### config.mk
export PLATFORM = sky130hd
export DESIGN_NAME = timed_rgbw_light_interpolator_top
export DESIGN_NICKNAME = d
export VERILOG_FILES = /design/src/hw/rtl/trli_pkg.sv /design/src/hw/rtl/trli_ctrl.sv /design/src/hw/rtl/trli_datapath.sv /design/src/hw/rtl/timed_rgbw_light_interpolator_top.sv
export VERILOG_INCLUDE_DIRS = /design/src /design/src/hw/rtl
export SDC_FILE = /design/constraint.sdc
export NUM_CORES = 2
export LEC_CHECK = 0
export BUFFER_PORTS_ARGS = -buffer_cell sky130_fd_sc_hd__buf_2
export CAP_MARGIN = 0
export CORE_ASPECT_RATIO = 0.5
export CORE_MARGIN = 8
export CORE_UTILIZATION = 60
export CTS_BUF_LIST = sky130_fd_sc_hd__clkbuf_4 sky130_fd_sc_hd__clkbuf_8
export DETAILED_ROUTE_END_ITERATION = 8
export GPL_TIMING_DRIVEN = 0
export PLACE_DENSITY_LB_ADDON = 0.1
export SLEW_MARGIN = 20
export SYNTH_ARGS = -nofsm -noshare
export SYNTH_HDL_FRONTEND = slang
export SYNTH_SLANG_ARGS = --single-unit
### constraint.sdc
create_clock -name clk_i -period 10.18 [get_ports clk_i]
set_input_delay 2.036 -clock clk_i [delete_from_list [all_inputs] [get_ports clk_i]]
set_output_delay 2.036 -clock clk_i [all_outputs]
set_load 0.03 [all_outputs]
### src/hw/rtl/timed_rgbw_light_interpolator_top_defines.svh
// ----------------------------------------------------------------------------
// timed rgbw light interpolator assertion macros
// shared concurrent assertion forms, clocked on clk_i and muted in reset
// ----------------------------------------------------------------------------
`ifndef TIMED_RGBW_LIGHT_INTERPOLATOR_TOP_DEFINES_SVH
`define TIMED_RGBW_LIGHT_INTERPOLATOR_TOP_DEFINES_SVH

// same-cycle implication
`define TRLI_ASSERT_IMP(lbl, pre, post) \
  lbl: assert property (@(posedge clk_i) disable iff (!rst_ni) (pre) |-> (post)) \
    else $error("trli assertion failed");

// next-cycle implication
`define TRLI_ASSERT_NEXT(lbl, pre, post) \
  lbl: assert property (@(posedge clk_i) disable iff (!rst_ni) (pre) |=> (post)) \
    else $error("trli assertion failed");

`endif

### src/hw/rtl/trli_pkg.sv
// ----------------------------------------------------------------------------
// trli_pkg
// types and constants shared by the light interpolator controller and datapath
// ----------------------------------------------------------------------------
package trli_pkg;

  localparam int unsigned HOUR_W    = 5;
  localparam int unsigned MIN_W     = 6;
  localparam int unsigned LVL_W     = 8;
  localparam int unsigned NCH       = 4;
  localparam int unsigned HOURS_DAY = 24;
  localparam int unsigned NOON_HOUR = 12;
  localparam int unsigned LVL_MAX   = 255;
  localparam int unsigned MIN_PER_H = 60;
  localparam int unsigned SEC_PER_M = 60;
  localparam int unsigned QUO_W     = 9;

  localparam logic OP_LOAD = 1'b0;
  localparam logic OP_TICK = 1'b1;

  typedef struct packed {
    logic [HOUR_W-1:0] hour;
    logic [MIN_W-1:0]  minute;
  } hm_t;

  typedef struct packed {
    hm_t                       hm;
    logic [NCH-1:0][LVL_W-1:0] lvl;
  } entry_t;

  typedef enum logic [4:0] {
    ST_IDLE,
    ST_SCAN_RD,
    ST_SCAN_EV,
    ST_SCAN_END,
    ST_WALK_RD,
    ST_WALK_EV,
    ST_TP_BOTH,
    ST_ADV_CHK,
    ST_ADV_RD,
    ST_ADV_EV,
    ST_TP_NEXT,
    ST_PLV_RD,
    ST_PLV_EV,
    ST_NLV_RD,
    ST_NLV_EV,
    ST_ND,
    ST_MUL,
    ST_SUM,
    ST_DIV,
    ST_STORE,
    ST_DONE
  } state_e;

  typedef enum logic [2:0] {
    A_HOLD,
    A_ZERO,
    A_INC,
    A_NEXT_INC,
    A_PREV,
    A_NEXT
  } addr_sel_e;

  typedef struct packed {
    addr_sel_e addr_sel;
    logic      write_entry;
    logic      capture_now;
    logic      start_scan;
    logic      set_no_entries;
    logic      set_prev;
    logic      set_first;
    logic      set_next;
    logic      next_from_first;
    logic      prev_from_next;
    logic      tp_both;
    logic      adv;
    logic      tp_next;
    logic      load_plev;
    logic      load_nlev;
    logic      calc_nd;
    logic      ch_clr;
    logic      ch_inc;
    logic      mul;
    logic      sum;
    logic      div_step;
    logic      store;
    logic      out_load;
  } cmd_t;

  typedef struct packed {
    logic rescan_pending;
    logic no_entries;
    logic rd_valid;
    logic rd_later;
    logic rd_same_next;
    logic rd_last;
    logic adv_needed;
    logic div_done;
    logic ch_last;
    logic out_free;
  } status_t;

endpackage

### src/hw/rtl/trli_ctrl.sv
// ----------------------------------------------------------------------------
// trli_ctrl
// sequencer: schedule scan, predecessor walk, advance and per-channel blend
// ----------------------------------------------------------------------------
`include "timed_rgbw_light_interpolator_top_defines.svh"

module trli_ctrl (
  input  logic              clk_i,
  input  logic              rst_ni,
  input  logic              in_valid_i,
  input  logic              in_op_i,
  output logic              in_ready_o,
  input  trli_pkg::status_t status_i,
  output trli_pkg::cmd_t    cmd_o
);

  trli_pkg::state_e state_q, state_d;
  logic             have_prev_q, have_prev_d;

  always_ff @(posedge clk_i or negedge rst_ni) begin
    if (!rst_ni) begin
      state_q     <= trli_pkg::ST_IDLE;
      have_prev_q <= 1'b0;
    end else begin
      state_q     <= state_d;
      have_prev_q <= have_prev_d;
    end
  end

  assign in_ready_o = (state_q == trli_pkg::ST_IDLE);

  // next state
  always_comb begin
    state_d = state_q;
    unique case (state_q)
      trli_pkg::ST_IDLE: begin
        if (in_valid_i && (in_op_i == trli_pkg::OP_TICK)) begin
          priority if (status_i.rescan_pending) state_d = trli_pkg::ST_SCAN_RD;
          else if (status_i.no_entries)         state_d = trli_pkg::ST_DONE;
          else                                  state_d = trli_pkg::ST_ADV_CHK;
        end
      end
      trli_pkg::ST_SCAN_RD: state_d = trli_pkg::ST_SCAN_EV;
      trli_pkg::ST_SCAN_EV: begin
        priority if (status_i.rd_valid && status_i.rd_later) begin
          state_d = have_prev_q ? trli_pkg::ST_TP_BOTH : trli_pkg::ST_WALK_RD;
        end else if (status_i.rd_last) begin
          state_d = trli_pkg::ST_SCAN_END;
        end else begin
          state_d = trli_pkg::ST_SCAN_RD;
        end
      end
      trli_pkg::ST_SCAN_END: begin
        state_d = have_prev_q ? trli_pkg::ST_TP_BOTH : trli_pkg::ST_DONE;
      end
      trli_pkg::ST_WALK_RD: state_d = trli_pkg::ST_WALK_EV;
      trli_pkg::ST_WALK_EV: begin
        if (status_i.rd_valid && status_i.rd_same_next) state_d = trli_pkg::ST_TP_BOTH;
        else                                            state_d = trli_pkg::ST_WALK_RD;
      end
      trli_pkg::ST_TP_BOTH: state_d = trli_pkg::ST_ADV_CHK;
      trli_pkg::ST_ADV_CHK: begin
        state_d = status_i.adv_needed ? trli_pkg::ST_ADV_RD : trli_pkg::ST_PLV_RD;
      end
      trli_pkg::ST_ADV_RD: state_d = trli_pkg::ST_ADV_EV;
      trli_pkg::ST_ADV_EV: begin
        state_d = status_i.rd_valid ? trli_pkg::ST_TP_NEXT : trli_pkg::ST_ADV_RD;
      end
      trli_pkg::ST_TP_NEXT: state_d = trli_pkg::ST_PLV_RD;
      trli_pkg::ST_PLV_RD:  state_d = trli_pkg::ST_PLV_EV;
      trli_pkg::ST_PLV_EV:  state_d = trli_pkg::ST_NLV_RD;
      trli_pkg::ST_NLV_RD:  state_d = trli_pkg::ST_NLV_EV;
      trli_pkg::ST_NLV_EV:  state_d = trli_pkg::ST_ND;
      trli_pkg::ST_ND:      state_d = trli_pkg::ST_MUL;
      trli_pkg::ST_MUL:     state_d = trli_pkg::ST_SUM;
      trli_pkg::ST_SUM:     state_d = trli_pkg::ST_DIV;
      trli_pkg::ST_DIV: begin
        if (status_i.div_done) state_d = trli_pkg::ST_STORE;
      end
      trli_pkg::ST_STORE: begin
        state_d = status_i.ch_last ? trli_pkg::ST_DONE : trli_pkg::ST_MUL;
      end
      trli_pkg::ST_DONE: begin
        if (status_i.out_free) state_d = trli_pkg::ST_IDLE;
      end
      default: state_d = trli_pkg::ST_IDLE;
    endcase
  end

  // commands
  always_comb begin
    cmd_o       = '0;
    cmd_o.addr_sel = trli_pkg::A_HOLD;
    have_prev_d = have_prev_q;
    unique case (state_q)
      trli_pkg::ST_IDLE: begin
        if (in_valid_i) begin
          if (in_op_i == trli_pkg::OP_LOAD) begin
            cmd_o.write_entry = 1'b1;
          end else begin
            cmd_o.capture_now = 1'b1;
            if (status_i.rescan_pending) begin
              cmd_o.start_scan = 1'b1;
              cmd_o.addr_sel   = trli_pkg::A_ZERO;
              have_prev_d      = 1'b0;
            end
          end
        end
      end
      trli_pkg::ST_SCAN_EV: begin
        if (status_i.rd_valid && status_i.rd_later) begin
          cmd_o.set_next = 1'b1;
          // address still holds the slot just taken as next
          if (!have_prev_q) cmd_o.addr_sel = trli_pkg::A_INC;
        end else begin
          if (status_i.rd_valid) begin
            cmd_o.set_prev  = 1'b1;
            cmd_o.set_first = !have_prev_q;
            have_prev_d     = 1'b1;
          end
          if (!status_i.rd_last) cmd_o.addr_sel = trli_pkg::A_INC;
        end
      end
      trli_pkg::ST_SCAN_END: begin
        if (have_prev_q) cmd_o.next_from_first = 1'b1;
        else             cmd_o.set_no_entries  = 1'b1;
      end
      trli_pkg::ST_WALK_EV: begin
        if (status_i.rd_valid && status_i.rd_same_next) begin
          cmd_o.prev_from_next = !have_prev_q;
        end else begin
          if (status_i.rd_valid) begin
            cmd_o.set_prev = 1'b1;
            have_prev_d    = 1'b1;
          end
          cmd_o.addr_sel = trli_pkg::A_INC;
        end
      end
      trli_pkg::ST_TP_BOTH: cmd_o.tp_both = 1'b1;
      trli_pkg::ST_ADV_CHK: begin
        if (status_i.adv_needed) begin
          cmd_o.adv      = 1'b1;
          cmd_o.addr_sel = trli_pkg::A_NEXT_INC;
        end else begin
          cmd_o.addr_sel = trli_pkg::A_PREV;
        end
      end
      trli_pkg::ST_ADV_EV: begin
        if (status_i.rd_valid) cmd_o.set_next = 1'b1;
        else                   cmd_o.addr_sel = trli_pkg::A_INC;
      end
      trli_pkg::ST_TP_NEXT: begin
        cmd_o.tp_next  = 1'b1;
        cmd_o.addr_sel = trli_pkg::A_PREV;
      end
      trli_pkg::ST_PLV_EV: begin
        cmd_o.load_plev = 1'b1;
        cmd_o.addr_sel  = trli_pkg::A_NEXT;
      end
      trli_pkg::ST_NLV_EV: cmd_o.load_nlev = 1'b1;
      trli_pkg::ST_ND: begin
        cmd_o.calc_nd = 1'b1;
        cmd_o.ch_clr  = 1'b1;
      end
      trli_pkg::ST_MUL:  cmd_o.mul = 1'b1;
      trli_pkg::ST_SUM:  cmd_o.sum = 1'b1;
      trli_pkg::ST_DIV:  cmd_o.div_step = 1'b1;
      trli_pkg::ST_STORE: begin
        cmd_o.store  = 1'b1;
        cmd_o.ch_inc = !status_i.ch_last;
      end
      trli_pkg::ST_DONE: cmd_o.out_load = status_i.out_free;
      default: ;
    endcase
  end

  `TRLI_ASSERT_NEXT(a_tick_leaves_idle, in_valid_i && in_ready_o && (in_op_i == trli_pkg::OP_TICK), state_q != trli_pkg::ST_IDLE)
  `TRLI_ASSERT_NEXT(a_load_stays_idle, in_valid_i && in_ready_o && (in_op_i == trli_pkg::OP_LOAD), state_q == trli_pkg::ST_IDLE)
  `TRLI_ASSERT_IMP(a_out_load_free, cmd_o.out_load, status_i.out_free)

endmodule

### src/hw/rtl/trli_datapath.sv
// ----------------------------------------------------------------------------
// trli_datapath
// schedule memory, slot and timepoint registers, multiply and serial divide
// ----------------------------------------------------------------------------
module trli_datapath #(
  parameter int unsigned SLOTS = 16
) (
  input  logic              clk_i,
  input  logic              rst_ni,
  input  trli_pkg::cmd_t    cmd_i,
  output trli_pkg::status_t status_o,
  input  logic [3:0]        entry_index_i,
  input  logic              entry_valid_i,
  input  logic [4:0]        entry_hour_i,
  input  logic [5:0]        entry_minute_i,
  input  logic [7:0]        entry_red_i,
  input  logic [7:0]        entry_green_i,
  input  logic [7:0]        entry_blue_i,
  input  logic [7:0]        entry_white_i,
  input  logic [31:0]       now_unix_i,
  input  logic [4:0]        now_hour_i,
  input  logic [5:0]        now_minute_i,
  input  logic              out_ready_i,
  output logic              out_valid_o,
  output logic              active_o,
  output logic [7:0]        level_red_o,
  output logic [7:0]        level_green_o,
  output logic [7:0]        level_blue_o,
  output logic [7:0]        level_white_o
);

  localparam int unsigned IW = (SLOTS > 1) ? $clog2(SLOTS) : 1;
  localparam int unsigned LW = trli_pkg::LVL_W;
  localparam int unsigned NC = trli_pkg::NCH;

  function automatic logic [IW-1:0] slot_inc(input logic [IW-1:0] a);
    return (a == IW'(SLOTS - 1)) ? '0 : a + 1'b1;
  endfunction

  // seconds from now to an entry, wrapped forward or backward by a day
  function automatic logic [31:0] tp_offset(input trli_pkg::hm_t e, input trli_pkg::hm_t n,
                                            input logic after);
    logic signed [7:0]  dh;
    logic signed [7:0]  dm;
    logic signed [31:0] t;
    dh = signed'(8'(e.hour)) - signed'(8'(n.hour));
    dm = signed'(8'(e.minute)) - signed'(8'(n.minute));
    if (after) begin
      if (dh < 0 || (dh == 0 && dm < 0)) dh = dh + 8'(trli_pkg::HOURS_DAY);
    end else begin
      if (dh > 0 || (dh == 0 && dm > 0)) dh = dh - 8'(trli_pkg::HOURS_DAY);
    end
    t = (32'(dh) * 32'sd60 + 32'(dm)) * 32'sd60;
    return unsigned'(t);
  endfunction

  trli_pkg::entry_t mem_q [SLOTS];
  trli_pkg::entry_t rd_mem_q, rd_ent, wr_ent;
  logic [SLOTS-1:0] valid_q, written_q;
  logic [IW-1:0]    addr_q, addr_d, rd_slot_q, wr_addr;
  logic             rd_wr_q, rd_valid_q, wr_en;

  logic [31:0]      now_unix_q;
  trli_pkg::hm_t    now_hm_q, prev_hm_q, next_hm_q, first_hm_q;
  logic [IW-1:0]    prev_slot_q, next_slot_q, first_slot_q;
  logic [31:0]      prev_tp_q, next_tp_q;
  logic             pending_q, no_entries_q;

  logic [NC-1:0][LW-1:0] plev_q, nlev_q, res_q, out_lvl_q;
  logic [31:0]      num_q, den_q, nd_den, nd_num;
  logic [1:0]       ch_q;
  logic [39:0]      m1_q, m2_q;
  logic [41:0]      rem_q, dsh_q;
  logic [trli_pkg::QUO_W-1:0] quo_q;
  logic [3:0]       cnt_q;
  logic             out_valid_q, out_active_q;

  assign wr_addr = IW'((IW + 4)'(entry_index_i));
  assign wr_en   = cmd_i.write_entry && ((IW + 4)'(entry_index_i) < (IW + 4)'(SLOTS));

  always_comb begin
    wr_ent.hm.hour   = entry_hour_i;
    wr_ent.hm.minute = entry_minute_i;
    wr_ent.lvl       = {entry_white_i, entry_blue_i, entry_green_i, entry_red_i};
  end

  // slots never written read as their power-up entry
  always_comb begin
    rd_ent = '0;
    if (rd_wr_q) begin
      rd_ent = rd_mem_q;
    end else if (rd_slot_q == IW'(1)) begin
      rd_ent.hm.hour = trli_pkg::HOUR_W'(trli_pkg::NOON_HOUR);
      rd_ent.lvl     = {NC{LW'(trli_pkg::LVL_MAX)}};
    end
  end

  always_comb begin
    unique case (cmd_i.addr_sel)
      trli_pkg::A_HOLD:     addr_d = addr_q;
      trli_pkg::A_ZERO:     addr_d = '0;
      trli_pkg::A_INC:      addr_d = slot_inc(addr_q);
      trli_pkg::A_NEXT_INC: addr_d = slot_inc(next_slot_q);
      trli_pkg::A_PREV:     addr_d = prev_slot_q;
      trli_pkg::A_NEXT:     addr_d = next_slot_q;
      default:              addr_d = addr_q;
    endcase
  end

  assign nd_den = next_tp_q - prev_tp_q;
  assign nd_num = now_unix_q - prev_tp_q;

  // schedule memory
  always_ff @(posedge clk_i) begin
    if (wr_en) mem_q[wr_addr] <= wr_ent;
    rd_mem_q  <= mem_q[addr_q];
    rd_slot_q <= addr_q;
  end

  always_ff @(posedge clk_i or negedge rst_ni) begin
    if (!rst_ni) begin
      valid_q      <= SLOTS'(2'b11);
      written_q    <= '0;
      addr_q       <= '0;
      rd_wr_q      <= 1'b0;
      rd_valid_q   <= 1'b0;
      prev_slot_q  <= '0;
      next_slot_q  <= '0;
      first_slot_q <= '0;
      prev_tp_q    <= '0;
      next_tp_q    <= '0;
      pending_q    <= 1'b1;
      no_entries_q <= 1'b0;
      ch_q         <= '0;
      cnt_q        <= '0;
      out_valid_q  <= 1'b0;
    end else begin
      addr_q     <= addr_d;
      rd_wr_q    <= written_q[addr_q];
      rd_valid_q <= valid_q[addr_q];
      if (wr_en) begin
        valid_q[wr_addr]   <= entry_valid_i;
        written_q[wr_addr] <= 1'b1;
        pending_q          <= 1'b1;
      end
      if (cmd_i.start_scan)     pending_q    <= 1'b0;
      if (cmd_i.set_no_entries) no_entries_q <= 1'b1;
      if (cmd_i.tp_both)        no_entries_q <= 1'b0;
      if (cmd_i.set_prev)       prev_slot_q  <= rd_slot_q;
      if (cmd_i.set_first)      first_slot_q <= rd_slot_q;
      if (cmd_i.set_next)       next_slot_q  <= rd_slot_q;
      if (cmd_i.next_from_first) next_slot_q <= first_slot_q;
      if (cmd_i.prev_from_next) prev_slot_q  <= next_slot_q;
      if (cmd_i.tp_both) begin
        next_tp_q <= now_unix_q + tp_offset(next_hm_q, now_hm_q, 1'b1);
        prev_tp_q <= now_unix_q + tp_offset(prev_hm_q, now_hm_q, 1'b0);
      end
      if (cmd_i.adv) begin
        prev_slot_q <= next_slot_q;
        prev_tp_q   <= next_tp_q;
      end
      if (cmd_i.tp_next) next_tp_q <= now_unix_q + tp_offset(next_hm_q, now_hm_q, 1'b1);
      if (cmd_i.ch_clr)  ch_q <= '0;
      if (cmd_i.ch_inc)  ch_q <= ch_q + 1'b1;
      if (cmd_i.sum)      cnt_q <= 4'(trli_pkg::QUO_W - 1);
      if (cmd_i.div_step) cnt_q <= cnt_q - 1'b1;
      if (cmd_i.out_load)    out_valid_q <= 1'b1;
      else if (out_ready_i)  out_valid_q <= 1'b0;
    end
  end

  // payload registers
  always_ff @(posedge clk_i) begin
    if (cmd_i.capture_now) begin
      now_unix_q       <= now_unix_i;
      now_hm_q.hour    <= now_hour_i;
      now_hm_q.minute  <= now_minute_i;
    end
    if (cmd_i.set_prev)        prev_hm_q  <= rd_ent.hm;
    if (cmd_i.set_first)       first_hm_q <= rd_ent.hm;
    if (cmd_i.set_next)        next_hm_q  <= rd_ent.hm;
    if (cmd_i.next_from_first) next_hm_q  <= first_hm_q;
    if (cmd_i.prev_from_next)  prev_hm_q  <= next_hm_q;
    if (cmd_i.adv)             prev_hm_q  <= next_hm_q;
    if (cmd_i.load_plev)       plev_q     <= rd_ent.lvl;
    if (cmd_i.load_nlev)       nlev_q     <= rd_ent.lvl;
    if (cmd_i.calc_nd) begin
      den_q <= nd_den;
      num_q <= (nd_num > nd_den) ? nd_den : nd_num;
    end
    if (cmd_i.mul) begin
      m1_q <= 40'(plev_q[ch_q]) * 40'(den_q - num_q);
      m2_q <= 40'(nlev_q[ch_q]) * 40'(num_q);
    end
    // rounded quotient: (2x + den) / (2 den), one bit per step
    if (cmd_i.sum) begin
      rem_q <= {41'(m1_q) + 41'(m2_q), 1'b0} + 42'(den_q);
      dsh_q <= 42'({den_q, 1'b0}) << (trli_pkg::QUO_W - 1);
      quo_q <= '0;
    end
    if (cmd_i.div_step) begin
      if (rem_q >= dsh_q) begin
        rem_q <= rem_q - dsh_q;
        quo_q <= {quo_q[trli_pkg::QUO_W-2:0], 1'b1};
      end else begin
        quo_q <= {quo_q[trli_pkg::QUO_W-2:0], 1'b0};
      end
      dsh_q <= dsh_q >> 1;
    end
    if (cmd_i.store) begin
      priority if (den_q == '0)
        res_q[ch_q] <= plev_q[ch_q];
      else if (quo_q > trli_pkg::QUO_W'(trli_pkg::LVL_MAX))
        res_q[ch_q] <= LW'(trli_pkg::LVL_MAX);
      else
        res_q[ch_q] <= quo_q[LW-1:0];
    end
    if (cmd_i.out_load) begin
      out_active_q <= !no_entries_q;
      out_lvl_q    <= no_entries_q ? '0 : res_q;
    end
  end

  always_comb begin
    status_o.rescan_pending = pending_q;
    status_o.no_entries     = no_entries_q;
    status_o.rd_valid       = rd_valid_q;
    status_o.rd_later       = (rd_ent.hm.hour != now_hm_q.hour) ?
                              (rd_ent.hm.hour > now_hm_q.hour) :
                              (rd_ent.hm.minute > now_hm_q.minute);
    status_o.rd_same_next   = (rd_ent.hm == next_hm_q);
    status_o.rd_last        = (rd_slot_q == IW'(SLOTS - 1));
    status_o.adv_needed     = (next_tp_q < now_unix_q);
    status_o.div_done       = (cnt_q == '0);
    status_o.ch_last        = (ch_q == 2'(NC - 1));
    status_o.out_free       = !out_valid_q || out_ready_i;
  end

  assign out_valid_o   = out_valid_q;
  assign active_o      = out_active_q;
  assign level_red_o   = out_lvl_q[0];
  assign level_green_o = out_lvl_q[1];
  assign level_blue_o  = out_lvl_q[2];
  assign level_white_o = out_lvl_q[3];

endmodule

### src/hw/rtl/timed_rgbw_light_interpolator_top.sv
// ----------------------------------------------------------------------------
// timed_rgbw_light_interpolator_top
// day schedule of rgbw levels, interpolated linearly on each time tick
// ----------------------------------------------------------------------------
// A load beat (op 0) writes one schedule slot and marks the schedule for
// rescan; it gives no result. A tick beat (op 1) gives exactly one result
// beat. A tick that follows a load first rescans: a forward pass over the
// slots and, when no valid slot precedes the next one, a cyclic predecessor
// walk. When the next timepoint has passed, an advance walk follows. Every
// tick with a non-empty schedule then reads both level sets and blends the
// four channels one after another (multiply, sum, 9-step restoring divide,
// store). The schedule memory has a single read port and the divider is
// bit-serial. The next beat is taken as soon as the sequencer is back in
// idle, while the finished result waits in the output register.
// ----------------------------------------------------------------------------
module timed_rgbw_light_interpolator_top #(
  parameter int unsigned SLOTS = 16
) (
  input  logic        clk_i,
  input  logic        rst_ni,
  // input channel
  input  logic        in_valid_i,
  output logic        in_ready_o,
  input  logic        op_i,
  input  logic [3:0]  entry_index_i,
  input  logic        entry_valid_i,
  input  logic [4:0]  entry_hour_i,
  input  logic [5:0]  entry_minute_i,
  input  logic [7:0]  entry_red_i,
  input  logic [7:0]  entry_green_i,
  input  logic [7:0]  entry_blue_i,
  input  logic [7:0]  entry_white_i,
  input  logic [31:0] now_unix_i,
  input  logic [4:0]  now_hour_i,
  input  logic [5:0]  now_minute_i,
  // output channel
  output logic        out_valid_o,
  input  logic        out_ready_i,
  output logic        active_o,
  output logic [7:0]  level_red_o,
  output logic [7:0]  level_green_o,
  output logic [7:0]  level_blue_o,
  output logic [7:0]  level_white_o
);

  trli_pkg::cmd_t    cmd;
  trli_pkg::status_t status;

  // sequencer
  trli_ctrl u_ctrl (
    .clk_i      (clk_i),
    .rst_ni     (rst_ni),
    .in_valid_i (in_valid_i),
    .in_op_i    (op_i),
    .in_ready_o (in_ready_o),
    .status_i   (status),
    .cmd_o      (cmd)
  );

  // schedule store, time math and blend arithmetic
  trli_datapath #(
    .SLOTS (SLOTS)
  ) u_datapath (
    .clk_i          (clk_i),
    .rst_ni         (rst_ni),
    .cmd_i          (cmd),
    .status_o       (status),
    .entry_index_i  (entry_index_i),
    .entry_valid_i  (entry_valid_i),
    .entry_hour_i   (entry_hour_i),
    .entry_minute_i (entry_minute_i),
    .entry_red_i    (entry_red_i),
    .entry_green_i  (entry_green_i),
    .entry_blue_i   (entry_blue_i),
    .entry_white_i  (entry_white_i),
    .now_unix_i     (now_unix_i),
    .now_hour_i     (now_hour_i),
    .now_minute_i   (now_minute_i),
    .out_ready_i    (out_ready_i),
    .out_valid_o    (out_valid_o),
    .active_o       (active_o),
    .level_red_o    (level_red_o),
    .level_green_o  (level_green_o),
    .level_blue_o   (level_blue_o),
    .level_white_o  (level_white_o)
  );

endmodule

-- Word-level counts from Yosys, hierarchy flattened
Memory sizes are Yosys's and may differ from the RTL's. A register that Yosys moved wholly into a read port is not among the register bits.
Cells that the tools add are included.
W data, S select, Z words.
- bits in registers: 574
- bits of input ports: 96
- word-level logic and storage cells: 300
- bits in writable memories: 688
- output and inout bits: 35
- ROM bits: 0
- bits in latches: 0
- memories: 1
- memory list (name ; words ; bits a word ; rd ports ; clocked after memory_dff ; write ports ; RTL line ; RTL):
    u_datapath.mem_q ; 16 ; 43 ; 1 ; 1 ; 1 ; trli_datapath.sv:57 ; trli_pkg::entry_t mem_q [SLOTS];
- $add $sub $neg: 22
- magnitude comparators: 15
- mux-type cells: 128
- eq/ne operators: 40
- shift operators: 0
- divide/modulo/power cells: 0
- reductions and logical operators: 32
- bitwise logic cells: 2
- multiply operators: 8
- operator list (kind ; count):
    $mux W32 ; 9
    $mux W42 ; 3
    $pmux W5 S21 ; 1
    $add A32 B32 Y32 ; 3
    $logic_not A32 Y1 ; 3
    $mul A32 B5 Y30 const B ; 3
    $bwmux W32 ; 2
    $mux W8 ; 8
    $sub A32 B32 Y32 ; 2
    $mux W11 ; 5
    $add A15 B7 Y16 ; 3
    $mux W1 ; 44
    $add A42 B32 Y42 ; 1
    $ge A42 B41 Y1 ; 1
    $sub A42 B41 Y42 ; 1
    $add A40 B40 Y41 ; 1
    $mux W41 ; 1
    $eq A5 B4 Y1 const B ; 8
    $mul A8 B32 Y40 ; 1
    $mul A8 B40 Y40 ; 1
    $mux W4 ; 10
    $mux W40 ; 1
    $mux W5 ; 8
    $mul A8 B5 Y13 const B ; 3
    60 further kinds ; 124

-- Logic depth before layout (Yosys ltp)
- depth after elaboration: 12
- gate-level depth with buffers: 57
- mapped depth without buffers: 56

-- Modules after synthesis
A second synthesis with hierarchy kept.
- cell total of the unflattened synthesis: 7996
- area total of the unflattened synthesis: 88845.2 sq um
- by module, submodules not included (module ; cells each ; area each (sq um) ; sequential area each (sq um) ; times used):
    trli_datapath ; 7871 ; 87995.6 ; 37504.7 ; 1
    trli_ctrl ; 125 ; 849.6 ; 150.1 ; 1

-- Worst setup path after synthesis
No wires, ideal clock.
- path type: flip-flop to flip-flop
- from: register u_datapath.now_hm_q[1] in the netlist's numbering
- to: register u_datapath.prev_tp_q[31]
- data arrival time: 11096 ps
- path slack: -1048 ps
- stages on the path, launching flop included: 55
- clock period less this slack: 11228 ps
- library setup time: 132 ps
- cell sequence: edfxtp_1 inv_1 ha_1 nor2b_1 o21ai_0 a21oi_1 o21a_1 nor2_1 xnor2_1 nand4bb_1 a2111o_1 nand2_1 mux2i_1 inv_1 ha_1 fa_1 inv_1 fa_1 [19 not listed] a21oi_1 o21ai_0 a21boi_0 o311a_1 or2_2 xor2_1 ha_1 a21o_1 a21o_1 a21oi_1 nand3b_1 a41o_1 nand2_1 o31ai_1 o41ai_1 xnor2_1 xnor2_1 o21ai_1
- word-level cells in the longest chain between the ends: 12
- RTL lines (element ; RTL line ; RTL):
    from (decl) ; trli_datapath.sv:64 ; trli_pkg::hm_t now_hm_q, prev_hm_q, next_hm_q, first_hm_q;
    $sub A6 B6 Y7 (*) ; trli_datapath.sv:47 ; dm = signed'(8'(e.minute)) - signed'(8'(n.minute));
    $gt A7 B1 Y1 ; trli_datapath.sv:51 ; if (dh > 0 || (dh == 0 && dm > 0)) dh = dh - 8'(trli_pkg::HOURS_DAY);
    $logic_and A1 B1 Y1 ; trli_datapath.sv:51 ;
    $logic_or A1 B1 Y1 ; trli_datapath.sv:51 ;
    $mux W8 ; trli_datapath.sv:51 ;
    $mux W8 ; trli_datapath.sv:154 ; if (cmd_i.tp_both) begin
    $mul A8 B5 Y13 ; trli_datapath.sv:53 ; t = (32'(dh) * 32'sd60 + 32'(dm)) * 32'sd60;
    $add A15 B7 Y16 (*) ; trli_datapath.sv:53 ;
    $mul A32 B5 Y30 (*) ; trli_datapath.sv:53 ;
    $add A32 B32 Y32 (*) ; trli_datapath.sv:156 ; prev_tp_q <= now_unix_q + tp_offset(prev_hm_q, now_hm_q, 1'b0);
    $mux W32 (*) ; trli_datapath.sv:154 ;
    $mux W32 (*) ; trli_datapath.sv:158 ; if (cmd_i.adv) begin
    to (signal assigned) ; trli_datapath.sv:156 ;
    to (signal assigned) ; trli_datapath.sv:160 ; prev_tp_q <= next_tp_q;
    to (decl) ; trli_datapath.sv:66 ; logic [31:0] prev_tp_q, next_tp_q;
Every way passes the cells marked *; elsewhere a longest branch is shown, timed or not. The select of a mux whose other input is x is not followed.
A chain may end at the register's enable or synchronous reset.

-- Final worst setup path
- from: register u_datapath.now_hm_q[0] in the netlist's numbering
- to: register u_datapath.prev_tp_q[31]
The elaborated chain is that of the path after synthesis.

==> metrics.txt <==
Num Clock Sinks 1305; Final #Nets 9449; ys async rst share 0.09885; critical path startpoint category flop; Tmin final 11.15 ns; Max H-tree Level 4; Min Hold Slack 0.4498 ns; Post-synth EDFFs 1087; fin crit share 1.095; Worst Path Max Fanout 4; clock skew 0.1066 ns; drt via density 5.940; CP peak stage delay 0.51 ns; layout cells sized above 1 0.1363; WS Path Type flop to flop; YS warnings 0; Worst Tran Pin Value 1.237 ns; Setup violations, final 14; vias in the first global route 61730; Antenna Nets Post-Route 0; smallest setup slack after layout -0.9665 ns; placed inst area 91860 µm²; total grt overflow 0; worst skew pair latency 0.94 ns; initial antenna violation count 12; largest area contributor in the netlist edfxtp_1; CTS tree yes; cell with the most instances after synthesis edfxtp_1; cell mode on critical path inv_2; post-synthesis cell count 7741; required time of the critical path 10.90 ns; synth unique cells 100; Syn Area/Cell 11.26 µm²; CTS Buffer Depth 4; Finished Layout Cells 10380; Post-Route WL 238200 µm; post-route cell area 97780 µm²; Rows 99; overall routing resource usage 0.2938; Max-slew headroom 0.1755; flop-to-flop setup slack -0.97 ns; Setup Slack @ Placement -1.475 ns; global-route wire length before repair 361200 µm; Ports 131; worst r2r src u_datapath.now_hm_q[0]; Vias 61670; Cell Area, Synth 87160 µm²; CTS Hold Bufs 0; reg2reg path depth 51; max-cap viol count 0; Max Transition Viols Final 0; Fmax achieved 0.08971 GHz; Seq/Total Area, Yosys 0.4320; Core Box Area 145100 µm²; Wirelength per Cell 22.94 µm; outcome finished, violations left; Synth top area share 0.3745; maximum number of pins on one net before global-route repair 71; Initial Util 0.6009; Hold Crit Class flop to flop; CP endpoint u_datapath.prev_tp_q[31]; RR Endpoint u_datapath.prev_tp_q[31]; synth-to-layout area growth 12.18%; Placed Instances 9917; Yosys reg bits 1305; PortBufs 130; worst setup path start u_datapath.now_hm_q[0]; crit end category flop; syn nets 8934; CP max-delay cell fa_1; Post-synth top cells edfxtp_1, inv_1, nand2_1; Die Span X 555.0 µm; GPL Wtd Cong 0.9622; CTS root buffer clkbuf_8; Hold Violations, Final 0; Arr. time, crit path 11.87 ns; Die ar. 158500 µm²; CTS Buf Count 191; initial detailed-routing violation count 5173; failing checks setup timing; drt pass-1 iters 6; Die Y 285.5 µm; top_reg_cell synth edfxtp_1; Remaining DRCs 0; hpwl dp 179700 µm; Area contributors post-synth edfxtp_1, fa_1, ha_1; clk slew on worst S/H paths 0.07 ns; RSZ-0062 raised after global routing true
## state kept, by name, indices dropped and copies added (netlist names), 9 cells and up
signal,flops
u_datapath.next_tp_q,32
u_datapath.now_hm_q,11
u_datapath.m2_q,40
u_datapath.now_unix_q,32
u_datapath.next_hm_q,11
u_datapath.written_q,16
u_datapath.num_q,32
u_datapath.den_q,32
u_datapath.m1_q,40
u_datapath.prev_tp_q,32
u_datapath.first_hm_q,11
u_datapath.plev_q,32
u_datapath.nlev_q,32
u_datapath.res_q,32
u_datapath.quo_q,9
u_datapath.dsh_q,41
u_datapath.valid_q,16
u_datapath.rem_q,42
u_datapath.mem_q,688
u_datapath.rd_mem_q,43
u_datapath.prev_hm_q,11
## metrics by stage
| step | TNS [ns] | util |
|---|---|---|
| after CTS | -1.869 | 0.6690 |
| after floorplan | -0.1132 | - |
| after global placement | -36.01 | 0.6244 |
| after detailed placement | -16.78 | 0.6333 |
| final | -4.050 | 0.6741 |
| after global routing | -10.43 | 0.6741 |
## layer usage
| metal | share of wire | vias to the layer above | global-route usage |
|---|---|---|---|
| met1 | 0.41 | 30210 | 0.3817 |
| met4 | 0.046 | 10 | 0.1174 |
| met3 | 0.079 | 535 | 0.05849 |
| met5 | 0.00026 | - | 0 |
| li1 | - | 28580 | - |
| met2 | 0.47 | 2340 | 0.4882 |
## logic make-up (layout without fill, tap and decap cells)
| logic type | count (synthesis) | after routing | synth area share |
|---|---|---|---|
| buf+inv | 1041 | 1706 | 0.04490 |
| other cells | 0 | 7 | 0 |
| fa+ha+maj | 1097 | 1097 | 0.1978 |
| mux | 363 | 363 | 0.05732 |
| flops | 1305 | 1305 | 0.4320 |
| xor+xnor | 451 | 451 | 0.04549 |
| simple gates | 1850 | 1850 | 0.09911 |
| compound gates | 1634 | 1634 | 0.1234 |
## critical path, delay by kind of cell (launching register included)
kind | cells | cell delay [ns]
buffers and inverters | 8 | 0.63
DFF | 1 | 0.38
and+or+nand+nor | 9 | 1.29
muxes | 1 | 0.33
AOI/OAI and AO/OA | 15 | 3.15
adders and majority gates | 12 | 4.15
xor gates and xnor gates | 6 | 1.01
## how the worst min path moves through the flow
stage | start | to | slack (ns) | cells after the start
after global routing | u_datapath.addr_q[0] | u_datapath.rd_slot_q[0] | 0.47 | 0
after global placement | u_datapath.addr_q[0] | u_datapath.rd_slot_q[0] | 0.40 | 0
after CTS | u_datapath.addr_q[2] | u_datapath.rd_slot_q[2] | 0.45 | 0
final | u_datapath.addr_q[0] | u_datapath.rd_slot_q[0] | 0.45 | 0
after floorplan | u_datapath.addr_q[0] | u_datapath.rd_slot_q[0] | 0.37 | 0
after detailed placement | u_datapath.addr_q[0] | u_datapath.rd_slot_q[0] | 0.40 | 0
## repair_timing
| action | CTS | global route |
|---|---|---|
| pin swaps | 102 | 112 |
| gates resized for setup | 133 | 110 |
| setup buffers | 77 | 41 |
| setup endpoints to repair | 27 | 26 |
## cells in the final DEF, fill, tap and decap left out, types with 32 or more instances in the layout
master,count
o21ai_0,368
a221oi_1,94
clkbuf_1,218
nand4_1,42
dfrtp_1,126
fa_1,465
o21a_1,58
mux2_2,59
dfxtp_1,89
buf_2,146
a22o_1,32
nor2_1,366
nor3_1,63
buf_4,146
a21oi_2,36
nand3_1,89
nand2_1,744
xor2_1,146
and2_1,153
ha_4,33
clkbuf_8,212
mux4_2,103
a21oi_1,341
edfxtp_1,1087
clkbuf_4,65
ha_1,584
a21o_1,214
a22oi_1,68
nand2b_1,86
clkinv_1,34
nor2b_1,112
o21bai_1,56
or2_2,36
a31oi_1,34
mux2i_1,200
a211oi_1,40
xnor2_1,277
inv_1,748
## cell type report
class	count	area, µm²
timing repair buffer	324	2653
antenna	7	17.52
clock buffer	277	3406
fill	10860	47270
multi-input combinational	5395	47220
tap	1969	2464
clock inverter	66	435.4
sequential	1305	37650
inverter	780	2938
buffer	259	989.7
Power is left out: the tool's default activity adds up to more than one toggle a clock period on the data nets, which glitch-free logic cannot reach.
